--- src/rtl/tcrb_pkg.sv ---
// Shared constants, codes and types of the trigger capture ring buffer.
// No dependencies; the files that use it refer to it by scoped names.
package tcrb_pkg;

  // Sizing of the ring store
  localparam int MAX_DEPTH  = 1024;
  localparam int DATA_WIDTH = 32;

  localparam int ADDR_W = $clog2(MAX_DEPTH);
  localparam int CNT_W  = $clog2(MAX_DEPTH + 1);

  // Fixed field widths of the ports
  localparam int DEPTH_REG_W = 11;
  localparam int MODE_W      = 2;
  localparam int PRE_W       = 10;
  localparam int REQ_W       = 3;
  localparam int DIN_W       = 32;
  localparam int IDX_W       = 10;
  localparam int STATE_W     = 3;
  localparam int COUNT_OUT_W = 11;
  localparam int CFG_IDX_W   = 2;
  localparam int CFG_DATA_W  = 11;

  // Width that holds both a depth register value and any count
  localparam int WIDE_W = (CNT_W > DEPTH_REG_W) ? CNT_W : DEPTH_REG_W;
  // Width of pointer plus index, the dividend of the remainder unit
  localparam int MOD_W  = WIDE_W + 1;

  localparam logic [DEPTH_REG_W-1:0] DEPTH_RST = 11'd1024;

  typedef logic [ADDR_W-1:0]     addr_t;
  typedef logic [CNT_W-1:0]      cnt_t;
  typedef logic [WIDE_W-1:0]     wide_t;
  typedef logic [DATA_WIDTH-1:0] data_t;
  typedef logic [DATA_WIDTH:0]   word_t;

  // Request codes
  typedef enum logic [REQ_W-1:0] {
    REQ_START  = 3'd0,
    REQ_STOP   = 3'd1,
    REQ_CLEAR  = 3'd2,
    REQ_SAMPLE = 3'd3,
    REQ_READ   = 3'd4
  } req_e;

  // Capture phases, as reported in capture_state
  typedef enum logic [STATE_W-1:0] {
    PH_STOPPED   = 3'd0,
    PH_WAITING   = 3'd1,
    PH_RUNNING   = 3'd2,
    PH_TRIGGERED = 3'd3,
    PH_COMPLETE  = 3'd4
  } phase_e;

  // Trigger mode codes
  localparam logic [MODE_W-1:0] MODE_FREE    = 2'd0;
  localparam logic [MODE_W-1:0] MODE_SINGLE  = 2'd1;
  localparam logic [MODE_W-1:0] MODE_TRIGGER = 2'd2;

  // Configuration register indexes
  localparam logic [CFG_IDX_W-1:0] CFG_DEPTH = 2'd0;
  localparam logic [CFG_IDX_W-1:0] CFG_MODE  = 2'd1;
  localparam logic [CFG_IDX_W-1:0] CFG_PRE   = 2'd2;

  // Request beat
  typedef struct packed {
    logic [REQ_W-1:0] req_type;
    logic [DIN_W-1:0] sample_data;
    logic             trigger_hit;
    logic             scan_error;
    logic [IDX_W-1:0] read_index;
  } req_t;

  // Result beat
  typedef struct packed {
    logic [STATE_W-1:0]     capture_state;
    logic                   stored;
    logic [COUNT_OUT_W-1:0] sample_count;
    logic                   read_valid;
    logic [DIN_W-1:0]       read_data;
    logic                   read_trigger_mark;
    logic                   error_flag;
  } rsp_t;

  // Remainder unit control
  typedef struct packed {
    logic             start;
    logic [MOD_W-1:0] dividend;
    cnt_t             divisor;
  } mod_req_t;

  typedef struct packed {
    logic done;
    cnt_t rem;
  } mod_rsp_t;

endpackage

--- src/rtl/tcrb_mod.sv ---
// Bit-serial restoring remainder unit: one dividend bit per cycle.
// Depends on tcrb_pkg for widths and the control structs.
module tcrb_mod (
  input  logic                clk_i,
  input  logic                rst_ni,
  input  tcrb_pkg::mod_req_t  req_i,
  output tcrb_pkg::mod_rsp_t  rsp_o
);

  localparam int STEP_W = $clog2(tcrb_pkg::MOD_W + 1);

  logic                       busy_q, done_q;
  logic [STEP_W-1:0]          step_q;
  logic [tcrb_pkg::MOD_W-1:0] shift_q;
  tcrb_pkg::cnt_t             div_q, rem_q;
  logic [tcrb_pkg::CNT_W:0]   trial, diff;

  // Bring down the next dividend bit and try one subtract
  assign trial = {rem_q, shift_q[tcrb_pkg::MOD_W-1]};
  assign diff  = trial - {1'b0, div_q};

  // Track busy and the step count
  always_ff @(posedge clk_i or negedge rst_ni) begin
    if (!rst_ni) begin
      busy_q <= 1'b0;
      done_q <= 1'b0;
      step_q <= '0;
    end else begin
      done_q <= 1'b0;
      if (req_i.start && !busy_q) begin
        busy_q <= 1'b1;
        step_q <= STEP_W'(tcrb_pkg::MOD_W);
      end else if (busy_q) begin
        step_q <= step_q - 1'b1;
        if (step_q == STEP_W'(1)) begin
          busy_q <= 1'b0;
          done_q <= 1'b1;
        end
      end
    end
  end

  // Hold operands and the partial remainder
  always_ff @(posedge clk_i) begin
    if (req_i.start && !busy_q) begin
      shift_q <= req_i.dividend;
      div_q   <= req_i.divisor;
      rem_q   <= '0;
    end else if (busy_q) begin
      shift_q <= shift_q << 1;
      if (trial >= {1'b0, div_q}) begin
        rem_q <= tcrb_pkg::CNT_W'(diff);
      end else begin
        rem_q <= tcrb_pkg::CNT_W'(trial);
      end
    end
  end

  assign rsp_o.done = done_q;
  assign rsp_o.rem  = rem_q;

endmodule

--- config.mk ---
export PLATFORM = sky130hd
export DESIGN_NAME = tcrb_mod
export DESIGN_NICKNAME = d
export VERILOG_FILES = /design/src/rtl/tcrb_pkg.sv /design/src/rtl/tcrb_mod.sv
export SDC_FILE = /design/constraint.sdc
export NUM_CORES = 1
export LEC_CHECK = 0
export BUFFER_PORTS_ARGS = -buffer_cell sky130_fd_sc_hd__buf_4
export CAP_MARGIN = 40
export CELL_PAD_IN_SITES_DETAIL_PLACEMENT = 0
export CELL_PAD_IN_SITES_GLOBAL_PLACEMENT = 1
export CORE_MARGIN = 4
export CORE_UTILIZATION = 29
export CTS_CLUSTER_DIAMETER = 60
export DETAILED_ROUTE_END_ITERATION = 7
export PLACE_DENSITY = 0.54
export SYNTH_ARGS = -nofsm -noshare
export SYNTH_HDL_FRONTEND = slang
export SYNTH_SLANG_ARGS = --single-unit
--- constraint.sdc ---
create_clock -name clk_i -period 3.8 [get_ports clk_i]
set_input_delay 0.19 -clock clk_i [delete_from_list [all_inputs] [get_ports clk_i]]
set_output_delay 0.19 -clock clk_i [all_outputs]
set_load 0.005 [all_outputs]
Word level (Yosys, flattened, before mapping)
Index checks and enable logic that the tools add are counted.

Bits in registers: 40. Input port bits: 26. Output and inout port bits: 12. Word-level logic and storage cells: 24.

$add $sub $neg: 2. Magnitude comparators: 1. Eq/ne operators: 1. Mux-type cells: 11. Reduce and logical (&&, ||, !) cells: 3.

Operator list (count): $mux 12 (2); $ge 12x11->1 (1); $mux 11 (1); $sub 11x11->11 (1); $mux 4 (2); $mux 1 (6); $eq 4x1->1 const B (1); $sub 4x1->4 const B (1); $reduce_bool 2->1 (1); $logic_and 1x1->1 (1); $logic_not 1->1 (1).

Logic depth before layout (Yosys ltp)
Depth after elaboration: 4. Depth in mapped cells: 10. Mapped depth without buffers: 9.

Worst setup path before layout
No wires, ideal clock.

Kind: reg-to-reg. From: register shift_q[11] in the netlist's numbering. To: register rem_q[6]. Library setup time: 122 ps. Data arrival time: 2223 ps. Data required time: 3678 ps. Setup slack: 1455 ps. Cell stages (with the launch flop): 11. Buffers on the path: 1. Period minus slack after synthesis: 2345 ps. Path through: edfxtp_1 -> inv_1 -> ha_1 -> fa_1 -> nand2b_1 -> o2bb2ai_2 -> a2111o_1 -> and2_4 -> buf_6 -> a32oi_1 -> o21ai_1.

Word-level cells in the longest chain between the ends: 2. Elaborated cells between the ends (all ways): 3. Classes of those cells: add/sub: 1; order compare: 1; mux: 1.

Ends and longest elaborated chain: start, declared (line tcrb_mod.sv:14) `logic [tcrb_pkg::MOD_W-1:0] shift_q;`; start signal, assigned (line tcrb_mod.sv:46) `shift_q <= req_i.dividend;`; start signal, assigned (line tcrb_mod.sv:50) `shift_q <= shift_q << 1;`; $sub 11x11->11 / $ge 12x11->1 (equally long branches) (line tcrb_mod.sv:20, tcrb_mod.sv:51); $mux 11 * (line tcrb_mod.sv:51) `if (trial >= {1'b0, div_q}) begin`; end signal, assigned (line tcrb_mod.sv:52) `rem_q <= tcrb_pkg::CNT_W'(diff);`; end signal, assigned (line tcrb_mod.sv:54) `rem_q <= tcrb_pkg::CNT_W'(trial);`; end, declared (line tcrb_mod.sv:15) `tcrb_pkg::cnt_t div_q, rem_q;`.

Mark *: on every way between the ends. The rest lies on a longest branch, timed or not. A chain may end at the register's enable or synchronous reset.

Worst setup path after layout
From: register shift_q[11] in the netlist's numbering. To: register rem_q[4].

The elaborated chain is that of the path after synthesis.

==> out/metrics.cfg <==
[placed_design]
gp_congestion = 0.796
numPortBuffers = 37
dp.cells = 327
dp_hpwl_um = 3750

[cts]
post_cts_buffers = 0
clkTransAtPathRegs_ps = 80
cts_sinks = 40
cts_root_buffer = clkbuf_8
cts_tree = yes
hold_buffers = 1
clk_latency_ps = 290
cts_resized = 0
cts_made_buffers = 5
h-tree-depth = 2
clockBufferDepth = 2

[synth]
synthAdderAreaFrac = 0.0854
synth_edf_count = 23
synth.distinct_cells = 48
yosys-top-cells-area = edfxtp_1, dfxtp_1, ha_1
async_flop_share = 0.150
synth_top_family_by_area = compound AO/OA/AOI/OAI gates
synth_cells = 194
synth-simple-area-share = 0.123
yosysSeqAreaShare = 0.496
synth.net_count = 234
ys_warn_count = 0
synth_xor_area_frac = 0.0328
ys.flop_type = edfxtp_1
yosys-mux-area-fraction = 0.0673
synth_compound_area_frac = 0.152
ys_ff_latch = 40
avgSynthCellArea_um2 = 11.0
netlist.area_leader.share = 0.323
yosysTopAreaCell = edfxtp_1
syn_area_um2 = 2140

[sta]
worst_pin_slew_ps = 569
finalSetupViolations = 0
fin_tns_setup_ps = 0
hold_slack_ps = 68.2
fin_crit_ps = 2440
finalCritPeriodShare = 0.642
max_freq_ghz = 0.410
rsz0062_at_grt = false
clock_skew_ps = 7.29
slew_headroom = 0.620
slew_viol_final = 0
hold_viol = 0

[grt]
top_usage_layer = met2
grt_max_degree = 17
overflow = 0
antenna_found_initial = 0
grt_pass1_wl_um = 7900
grt_use_total = 0.120
grt_util_met3 = 0.0329
met2_usage = 0.198
first_global_vias = 1548
use_met1 = 0.152

[routing]
vias = 1553
drc = 0
vias_per_cell = 4.62
drt_pass1_iterations = 5
wire_per_inst_um = 14.7
drt_iter0_drc = 60
totalWireLength_um = 4930
ant_nets = 0

[critical_path]
path_depth = 9
crit_buf_inv = 1
rr_worst_depth = 9
path_max_fanout = 7
worstPathCellList = inv_1, ha_1, fa_1, nand2b_1, o2bb2ai_2, a2111o_1, nand2_2, mux2i_1, o21ai_0
crit_path_start = shift_q[11]
path_class = register to register
endpoint_kind = register
slowest_stage = a2111o_1
reg2reg_slack_ps = 1360
cp.required_ps = 3970
crit_family = compound AO/OA/AOI/OAI gates
crit_end = rem_q[4]
reg2reg_from = shift_q[11]
worstPathArrival_ps = 2610
startpoint_type = register
r2r_end = rem_q[4]
critPathMaxStageDelay_ps = 490

[finish]
utilization = 0.364
drive_above_1_share = 0.270
final_cell_count_no_fill = 336
syn_to_final_growth_pct = 22.6
seqCellArea_um2 = 1060
fillers = 755
nets = 276
multi_input_area_um2 = 986
antenna_cells = 0

[die]
die_width_um = 93.9
fp.dieH_um = 93.9
num_io_pins = 38
rows = 31
start_util = 0.296
core_um2 = 7210
die-area_um2 = 8810

[hold_path]
hp-class = input port to register

[run_status]
status = finished clean

[power]
ir_drop_mv = 0.274
leakage_nw = 1.15
p_per_area_nw_per_um2 = 819

[flow_run]
maxCapViolCount = 0

[report_power, final]
group / leakage (nW) / internal [mW] / switching (mW) / total (mW)
sequential: 0.400 / 0.651 / 0.132 / 0.782
combinational: 0.712 / 0.532 / 0.551 / 1.08
clock: 0.0412 / 0.128 / 0.154 / 0.282
[how the worst min path moves through the flow]
stage                     depth (start not counted)  endpoint  slack, ps     start
final                                             1  div_q[4]         70  req_i[4]
after global routing                              1  div_q[3]         50  req_i[3]
after CTS                                         1  div_q[4]         60  req_i[4]
after detailed placement                          1    done_q          3    rst_ni
after global placement                            1    done_q          6    rst_ni
after floorplan                                   0    busy_q       -110    rst_ni
[cell usage in the layout (no fill, tap or decap), types with 3 or more instances in the layout]
master / synthesis / final
buf_4: 1 / 39
nor2_1: 11 / 10
xnor2_1: 4 / 4
clkbuf_8: 0 / 5
dfxtp_1: 11 / 11
dfrtp_1: 6 / 6
o21ai_1: 3 / 3
and3_1: 4 / 4
ha_1: 13 / 13
a211oi_1: 3 / 3
edfxtp_1: 23 / 23
nor3_1: 4 / 4
o21ai_0: 10 / 10
a31oi_1: 4 / 4
xor2_1: 4 / 4
a21oi_1: 6 / 6
inv_1: 17 / 17
nand2_1: 16 / 16
nand3_1: 3 / 3
mux2_2: 11 / 11
a21o_1: 5 / 5
or3_1: 3 / 3
[sequential cells by signal, summed over array words and instances, names as in the netlist]
name and cells:
step_q 4, done_q 1, busy_q 1, div_q 11
rem_q 11, shift_q 12
[per-layer routing]
| layer | vias to the layer above | routed length (µm) |
|---|---|---|
| met1 | 726 | 2280 |
| met3 | 7 | 210 |
| met2 | 31 | 2370 |
| met4 | 0 | 71 |
| li1 | 789 | - |
| met5 | - | 0 |
[layout make-up]
cell class / count / area share
repair buffers: 40 / 0.115
clock inverters: 2 / 0.00477
inverters: 17 / 0.0243
multi-input cells: 132 / 0.376
clock buffers: 6 / 0.0277
flip-flops and latches: 40 / 0.405
well taps: 99 / 0.0472
[kinds of logic after synthesis]
family,Yosys count
buffers and inverters,22
muxes,13
adders and majority gates,14
AOI/OAI and AO/OA,46
and+or+nand+nor,51
DFF,40
xor gates and xnor gates,8
[cells in the mapped netlist (2+ instances only)]
cell type  number
xor2_1          4
edfxtp_1       23
inv_1          17
and3_1          4
nor3_1          4
a22o_1          2
mux2_2         11
clkbuf_1        2
a211oi_1        3
o21ai_0        10
nor2b_1         2
nand3_1         3
mux2i_1         2
o21ai_1         3
or3_1           3
nor2_1         11
a21oi_1         6
a2bb2oi_1       2
a21o_1          5
dfrtp_1         6
ha_1           13
a31oi_1         4
xnor2_1         4
dfxtp_1        11
nand2_1        16
[through the flow]
step	area [µm²]	total power, mW	worst slack [ps]
floorplan	2140	1.56	1450
global placement	2530	1.92	1390
detailed placement	2530	1.90	1350
CTS	2620	2.19	1330
global route	2620	2.37	1090
finish	2620	2.15	1360
Power figures use the tool's default switching activity.
